===== src/rtl/lpc_pkg.sv =====
// ----------------------------------------------------------------------------
// lpc_pkg: shared definitions of the lidar polar to cartesian converter
// Widths, fixed-point constants, register codes, pipeline word types and the
// CORDIC arctangent table.
// ----------------------------------------------------------------------------
package lpc_pkg;

  // Design constants.
  localparam int SCAN_POINTS   = 2048;
  localparam int CORDIC_STAGES = 18;
  localparam int MAX_STAGES    = 24;
  localparam int NUM_STAGES    = (CORDIC_STAGES > MAX_STAGES) ? MAX_STAGES : CORDIC_STAGES;
  localparam int STAGE_W       = $clog2(MAX_STAGES);

  // Angles in units of 2^-20 rad.
  localparam int PI_Q      = 3294199;
  localparam int TWO_PI_Q  = 6588397;
  localparam int HALF_PI_Q = 1647099;
  localparam int GAIN_INV_Q16 = 39797;
  localparam int OUT_LIMIT    = 65535;
  localparam int ROUND_HALF   = 32768;

  // Field widths.
  localparam int IDX_W   = 11;
  localparam int RNG_W   = 16;
  localparam int START_W = 23;
  localparam int STEP_W  = 16;
  localparam int OUT_W   = 17;

  // Internal widths.
  localparam int PROD_W  = IDX_W + STEP_W;
  localparam int ANG_W   = 28;
  localparam int X0_W    = 32;
  localparam int XY_W    = 35;
  localparam int Z_W     = 27;
  localparam int ATAN_W  = 24;
  localparam int RED_STEPS = 5;

  // Configuration port.
  localparam int CFG_IDX_W  = 3;
  localparam int CFG_DATA_W = 23;

  typedef enum logic [CFG_IDX_W-1:0] {
    REG_ANGLE_START = 3'd0,
    REG_ANGLE_STEP  = 3'd1,
    REG_FIRST_INDEX = 3'd2,
    REG_LAST_INDEX  = 3'd3,
    REG_MIN_RANGE   = 3'd4,
    REG_MAX_RANGE   = 3'd5
  } lpc_reg_e;

  localparam logic [START_W-1:0] RST_ANGLE_START = START_W'(-3294199);
  localparam logic [STEP_W-1:0]  RST_ANGLE_STEP  = STEP_W'(4575);
  localparam logic [IDX_W-1:0]   RST_FIRST_INDEX = IDX_W'(0);
  localparam logic [IDX_W-1:0]   RST_LAST_INDEX  = IDX_W'(2047);
  localparam logic [RNG_W-1:0]   RST_MIN_RANGE   = RNG_W'(250);
  localparam logic [RNG_W-1:0]   RST_MAX_RANGE   = RNG_W'(7695);

  typedef struct packed {
    logic [START_W-1:0] angle_start;
    logic [STEP_W-1:0]  angle_step;
    logic [IDX_W-1:0]   first_index;
    logic [IDX_W-1:0]   last_index;
    logic [RNG_W-1:0]   min_range_mm;
    logic [RNG_W-1:0]   max_range_mm;
  } lpc_cfg_t;

  // Word of the angle reduction pipeline.
  typedef struct packed {
    logic             keep;
    logic             last;
    logic [ANG_W-1:0] ang;
    logic [X0_W-1:0]  x0;
  } lpc_red_t;

  // Word handed from one CORDIC cell to the next.
  typedef struct packed {
    logic                   keep;
    logic                   last;
    logic signed [XY_W-1:0] x;
    logic signed [XY_W-1:0] y;
    logic signed [Z_W-1:0]  z;
  } lpc_rot_t;

  // atan(2^-i) in units of 2^-24 rad, rounded to nearest.
  localparam logic [ATAN_W-1:0] ATAN_TAB [MAX_STAGES] = '{
    24'd13176795, 24'd7778716, 24'd4110060, 24'd2086331,
    24'd1047214,  24'd524117,  24'd262123,  24'd131069,
    24'd65536,    24'd32768,   24'd16384,   24'd8192,
    24'd4096,     24'd2048,    24'd1024,    24'd512,
    24'd256,      24'd128,     24'd64,      24'd32,
    24'd16,       24'd8,       24'd4,       24'd2
  };

endpackage


===== src/rtl/lpc_prep.sv =====
// ----------------------------------------------------------------------------
// lpc_prep: gating and angle reduction front end
// Checks the index window and range gate, forms the beam angle, reduces it
// modulo two pi by compare and subtract steps and folds it into the CORDIC
// range, producing the start word of the cell chain.
// ----------------------------------------------------------------------------
module lpc_prep import lpc_pkg::*; (
  input  logic             clk_i,
  input  logic             rst_ni,
  input  lpc_cfg_t         cfg_i,
  input  logic             valid_i,
  output logic             ready_o,
  input  logic [IDX_W-1:0] beam_index_i,
  input  logic [RNG_W-1:0] range_mm_i,
  input  logic             scan_last_i,
  output logic             valid_o,
  input  logic             ready_i,
  output lpc_rot_t         data_o
);

  localparam int NP = RED_STEPS + 3;

  logic [NP-1:0] v_q;
  logic [NP:0]   adv;
  logic [NP-1:0] v_in;

  lpc_red_t s0_q;
  lpc_red_t red_q [RED_STEPS+1];
  lpc_rot_t fold_q;

  assign adv[NP] = ready_i;
  for (genvar k = 0; k < NP; k++) begin : g_adv
    assign adv[k] = !v_q[k] || adv[k+1];
  end

  assign v_in    = {v_q[NP-2:0], valid_i};
  assign ready_o = adv[0];
  assign valid_o = v_q[NP-1];
  assign data_o  = fold_q;

  always_ff @(posedge clk_i or negedge rst_ni) begin
    if (!rst_ni) begin
      v_q <= '0;
    end else begin
      for (int k = 0; k < NP; k++) begin
        if (adv[k]) begin
          v_q[k] <= v_in[k];
        end
      end
    end
  end

  // Gate check, angle product and scaled start vector.
  logic keep_d;
  assign keep_d = (beam_index_i >= cfg_i.first_index) &&
                  (beam_index_i <= cfg_i.last_index) &&
                  (32'(beam_index_i) < SCAN_POINTS) &&
                  (range_mm_i >= cfg_i.min_range_mm) &&
                  (range_mm_i <= cfg_i.max_range_mm);

  always_ff @(posedge clk_i) begin
    if (adv[0]) begin
      s0_q.keep <= keep_d;
      s0_q.last <= scan_last_i;
      s0_q.ang  <= ANG_W'(PROD_W'(beam_index_i) * PROD_W'(cfg_i.angle_step));
      s0_q.x0   <= X0_W'(range_mm_i) * X0_W'(GAIN_INV_Q16);
    end
  end

  // Add the start angle plus two pi, which keeps the sum non-negative.
  logic [ANG_W-1:0] start_ext;
  assign start_ext = {{(ANG_W-START_W){cfg_i.angle_start[START_W-1]}}, cfg_i.angle_start};

  always_ff @(posedge clk_i) begin
    if (adv[1]) begin
      red_q[0].keep <= s0_q.keep;
      red_q[0].last <= s0_q.last;
      red_q[0].x0   <= s0_q.x0;
      red_q[0].ang  <= s0_q.ang + start_ext + ANG_W'(TWO_PI_Q);
    end
  end

  // Restoring reduction by 16, 8, 4, 2 and 1 times two pi.
  for (genvar j = 1; j <= RED_STEPS; j++) begin : g_red
    localparam logic [ANG_W-1:0] MOD_M = ANG_W'(TWO_PI_Q) << (RED_STEPS - j);
    always_ff @(posedge clk_i) begin
      if (adv[j+1]) begin
        red_q[j].keep <= red_q[j-1].keep;
        red_q[j].last <= red_q[j-1].last;
        red_q[j].x0   <= red_q[j-1].x0;
        red_q[j].ang  <= (red_q[j-1].ang >= MOD_M) ? red_q[j-1].ang - MOD_M
                                                    : red_q[j-1].ang;
      end
    end
  end

  // Fold into the right half plane and build the start vector.
  logic [ANG_W-1:0]        r_w;
  logic signed [ANG_W-1:0] a_d;
  logic                    neg_d;
  logic signed [XY_W-1:0]  x_ext;

  assign r_w   = red_q[RED_STEPS].ang;
  assign x_ext = XY_W'(red_q[RED_STEPS].x0);

  always_comb begin
    priority if (r_w <= ANG_W'(HALF_PI_Q)) begin
      a_d   = signed'(r_w);
      neg_d = 1'b0;
    end else if (r_w <= ANG_W'(PI_Q)) begin
      a_d   = signed'(r_w - ANG_W'(PI_Q));
      neg_d = 1'b1;
    end else if (r_w < ANG_W'(TWO_PI_Q - HALF_PI_Q)) begin
      a_d   = signed'(r_w - ANG_W'(TWO_PI_Q - PI_Q));
      neg_d = 1'b1;
    end else begin
      a_d   = signed'(r_w - ANG_W'(TWO_PI_Q));
      neg_d = 1'b0;
    end
  end

  always_ff @(posedge clk_i) begin
    if (adv[NP-1]) begin
      fold_q.keep <= red_q[RED_STEPS].keep;
      fold_q.last <= red_q[RED_STEPS].last;
      fold_q.x    <= neg_d ? -x_ext : x_ext;
      fold_q.y    <= '0;
      fold_q.z    <= Z_W'(a_d <<< 4);
    end
  end

endmodule


===== config.mk =====
export PLATFORM = sky130hd
export DESIGN_NAME = lpc_prep
export DESIGN_NICKNAME = d
export VERILOG_FILES = /design/src/rtl/lpc_pkg.sv /design/src/rtl/lpc_prep.sv
export SDC_FILE = /design/constraint.sdc
export NUM_CORES = 1
export LEC_CHECK = 0
export ABC_CLOCK_PERIOD_IN_PS = 6900
export BUFFER_PORTS_ARGS = -buffer_cell sky130_fd_sc_hd__buf_2
export CORE_MARGIN = 2
export CORE_UTILIZATION = 61
export DETAILED_ROUTE_END_ITERATION = 8
export GPL_ROUTABILITY_DRIVEN = 1
export GPL_TIMING_DRIVEN = 0
export PLACE_DENSITY = 0.89
export SLEW_MARGIN = 0
export SYNTH_ARGS = -nofsm -noshare
export SYNTH_HDL_FRONTEND = slang
export SYNTH_SLANG_ARGS = --single-unit

===== constraint.sdc =====
create_clock -name clk_i -period 6.9 [get_ports clk_i]
set_clock_uncertainty 0.05 [all_clocks]
set_input_delay 1.035 -clock clk_i [delete_from_list [all_inputs] [get_ports clk_i]]
set_output_delay 1.035 -clock clk_i [all_outputs]
set_load 0.01 [all_outputs]

Word-level counts from Yosys, hierarchy flattened
Memory sizes are Yosys's and may differ from the RTL's.
Index checks and enable logic that the tools add are counted.
Word-level totals
  register bits: 129
  latch bits: 0
  bits in writable memories: 372
  bits in read-only memories: 0
  output and inout bits: 101
  word-level logic and storage cells: 86
  memories: 1
Operators by class
  add/subtract/negate cells: 11
  multiply operators: 2
  div/mod/pow operators: 0
  order comparisons: 12
  equal/unequal tests: 0
  shift-type cells: 0
  multiplexer cells: 24
  bitwise gates (word level): 0
  reduce and logical (&&, ||, !) cells: 19
Memory list
  red_q: depth 6, bits a word 62, read ports 6, clocked after Yosys merged registers in 0, write ports 6, line lpc_prep.sv:28  | lpc_red_t red_q [RED_STEPS+1];
Operator list (number)
  $mux 28: 5
  $mux 23: 3
  $sub 23x22->23 const B: 2
  $neg 32->35: 1
  $mul 16x16->32 const B: 1
  $mux 32: 1
  $add 27x28->28: 1
  $add 28x23->28 const B: 1
  $ge 28x23->1 const B: 1
  $ge 28x24->1 const B: 1
  $ge 28x25->1 const B: 1
  $ge 28x26->1 const B: 1
  $ge 28x27->1 const B: 1
  $le 28x21->1 const B: 1
  $le 28x22->1 const B: 1
  $lt 28x23->1 const B: 1
  $sub 28x23->28 const B: 1
  $sub 28x24->28 const B: 1
  $sub 28x25->28 const B: 1
  $sub 28x26->28 const B: 1
  $sub 28x27->28 const B: 1
  $mul 11x16->27: 1
  $sub 23x23->23 const B: 1
  $ge 16x16->1: 1
  other kinds (7): 37

Depth between registers and ports, before layout
  depth in word-level cells: 10
  gate-level depth with buffers: 23

Worst setup path before layout
Ideal clock, no wire load.
  path kind: in2reg
  from: input port range_mm_i[8]
  to: register s0_q[31] (netlist bit) (data pin)
  library setup time: 0.259 ns
  arrival: 6.541 ns
  slack: 0.050 ns
  stages: 22
  buffers on the path: 0
  cell sequence: inv_1 -> fa_1 -> fa_1 -> inv_1 -> fa_1 -> inv_1 -> fa_1 -> inv_1 -> fa_1 -> inv_1 -> fa_1 -> inv_1 -> ha_1 -> a21o_1 -> a21o_1 -> o31a_1 -> or4_4 -> a31oi_4 -> a21oi_2 -> a211oi_4 -> nor3_1 -> a211o_1
Between the ends
  cells in the longest elaborated chain, start to end: 1
Ends and longest elaborated chain
  from (decl): line lpc_prep.sv:14  | input logic [RNG_W-1:0] range_mm_i,
  $mul 16x16->32: line lpc_prep.sv:66  | s0_q.x0 <= X0_W'(range_mm_i) * X0_W'(GAIN_INV_Q16);
  to (decl): line lpc_prep.sv:27  | lpc_red_t s0_q;
No other way between the ends.
A chain may end at the register's enable or synchronous reset.

Final worst setup path
  from: input port range_mm_i[5]
  to: register s0_q[31] (netlist bit) (data pin)
Same word-level chain as after synthesis.

==> results.toml <==
[clock_tree]
htree_levels = 2
root_buffer = "clkbuf_16"
ctsLongestPathBuffers = 3
cts_tree = "built"
clkTransAtPathRegs_ns = 0.06
cts_buffers = 48
worstSkewPairLatency_ns = 0.58
clock-sinks = 501

[route]
avgViaCountPerCell = 5.38
dr.pass1.iters = 6
wirelength_mm = 62.1
drt_iter0_drc = 1059
ant_nets = 0
routedWlPerCell_um = 15.5
drc = 0
route.vias.total = 21554

[floorplanning]
chipWidth_um = 240
placeableCoreArea_sq_um = 55100
die_y_um = 240
rows = 86
die_area_sq_um = 57600
ios = 226
start_util_pct = 61.7

[yosys]
synth-edff-count = 493
synth_cells = 2936
yosysWarnings = 0
synthMostInstantiatedCell = "edfxtp_1"
yosys.area.top_type = "edfxtp_1"
synth-seq-cells = 501
synth_cell_types = 85
ys.flop_type = "edfxtp_1"
async_flop_share_pct = 1.60
synthTopCellsByArea = "edfxtp_1, fa_1, ha_1"
synth_top_area_share_pct = 43.6
synthesis.area_sq_um = 34000
synthTopCellsByCount = "edfxtp_1, inv_1, ha_1"
ys_seq_area_share_pct = 44.1
syn_avg_cell_area_sq_um = 11.6

[power_and_ir_drop]
worst_ir_drop_vdd_mv = 0.422
p_leak_nw = 16.9
power_density_nw_per_um2 = 491
p_sw_mw = 7.16
internal-power_mw = 11.4
netSwitchingFraction_pct = 38.5
finalPower_mw = 18.6
p_comb_share_pct = 50.6
pwr-share-seq_pct = 35.3
clkPwrFrac_pct = 14.1

[worst_setup_path]
critPathMaxFanout = 7
crit_path_start_kind = "input pin"
ff2ff_path_depth = 13
path_common_cell = "fa_1"
worst-setup-path-type = "in -> reg"
slowest_delay_ns = 0.52
crit_chain = "clkbuf_4, clkinvlp_4, fa_1, fa_1, inv_1, fa_1, inv_1, fa_1, inv_1, fa_1, inv_1, fa_1, inv_1, ha_4, a21o_1, a21o_1, o31a_1, or4_4, a31oi_4, a21oi_2, a211oi_4, nor3_1, a211o_1"
cp.arrival_ns = 6.96
critPathSlowestCell = "fa_1"
cp.required_ns = 7.17
end_kind = "register"

[timing]
hold_viol = 0
finalMaxSlewViolations = 0
worst_pin_slew_ns = 0.817
finalCritPeriodShare_pct = 97.1
max_freq_ghz = 0.149
fin_setup_tns_ns = 0
hold_ws_ns = 0.272
timing.slew.headroom_pct = 44.1
post-route-min-period_ns = 6.70
rsz0062_at_grt = "no"
setup_viol = 0

[grt]
grt_max_degree = 65
antenna_found_initial = 5
grt_use_total_pct = 22.1
grt_pass1_wl_mm = 102
grt_remaining_overflow = 0
grt_pass1_vias = 21506

[run]
cap_violations = 0

[status]
outcome = "complete, no violations"

[placement]
dp_hpwl_mm = 48.4
place.port_buffers = 186
place_congestion = 0.937

[worst_hold_path]
min_path_type = "in -> async"

[finish]
final_layout_size_suffix_gt1_share_pct = 11.4
areaGrowthSynthToFinish_pct = 11.3
nNetsFinal = 3882
## logic make-up after synthesis
family                     count (synthesis)  share of synthesized area [%]
DFF                                      501                           44.1
buffers and inverters                    546                           6.53
adders and majority gates                538                           24.9
muxes                                      5                          0.158
AOI/OAI and AO/OA                        385                           7.56
xor gates and xnor gates                 234                           6.03
and+or+nand+nor                          726                           10.7
other                                      1                         0.0110
## through the flow
stage                     setup slack (ns)  std cells  area (sq um)  utilization (%)
after floorplan                     0.0499       2974         34100                -
after global placement               -1.04       3908         36000             65.3
after detailed placement            -0.539       3914         36100             65.6
after CTS                           0.0623       4002         37700             68.5
after global routing                0.0216       4005         37800             68.7
final                                0.201       4006         37800             68.7
## state kept, by name, indices dropped and copies added (netlist names)
name and flops:
data_o 60, red_q 372, s0_q 61, v_q 8
## per-layer routing
layer	GRT usage, %	up-vias	part of all wire [%]
li1	-	10521	-
met1	27.4	10221	41
met2	38.8	639	50
met3	3.89	165	5.5
met4	8.11	8	3.3
met5	0	-	0.076
## power by group through the flow
stage | clock [mW] | combinational, mW | sequential (mW)
detailed placement | 0 | 9.24 | 6.58
finish | 2.62 | 9.40 | 6.57
CTS | 2.67 | 9.35 | 6.57
floorplan | 0 | 7.30 | 6.43
global placement | 0 | 8.88 | 6.52
global route | 2.78 | 10.7 | 6.74
## layout make-up
type                       instances  area, sq um
fill                            3830        17300
multi-input combinational       1927        17000
sequential                       501        15000
inverter                         444         1680
clock buffer                      56         1250
timing repair buffer             199         1120
tap                              748          936
buffer                            98          539
clock inverter                    32          345
antenna                            1         2.50
## repair_timing
item                       in CTS  in global routing
buffers inserted                0                  7
setup endpoints to repair       0                  4
gates resized for setup         0                 14
hold buffers                    0                  0
## worst max-delay path, delay by kind of cell
family / cells / cell delay, ns
buf+inv: 7 / 0.64
fa+ha+maj: 7 / 3.23
compound gates: 7 / 1.49
simple gates: 2 / 0.55
## final timing paths
path                               start      endpoint  slack (ns)
setup / recovery           range_mm_i[5]      s0_q[31]        0.20
hold / removal                    rst_ni        v_q[3]        0.27
setup reg to reg                s0_q[39]  red_q[0][58]        3.22
hold reg to reg                 s0_q[31]  red_q[0][31]        0.35
max in group asynchronous         rst_ni        v_q[0]        6.31
min in group clk_i              s0_q[31]  red_q[0][31]        0.35
## cell usage in the layout (no fill, tap or decap), drive strengths merged, types with 17 or more instances in the layout
cell type and n:
nor4 18, xor2 103, conb 39, fa 229, nor2b 23, o31ai 19
o21a 17, nand2 220, nand3 38, nand2b 27, and3 19, clkbuf 102
ha 309, xnor2 131, nor2 140, nor3 52, a211oi 18, a21oi 103
inv 444, and2 94, buf 251, nand4 18, edfxtp 493, o21ai 88
a21o 44, clkinv 20
Power figures use the tool's default switching activity.
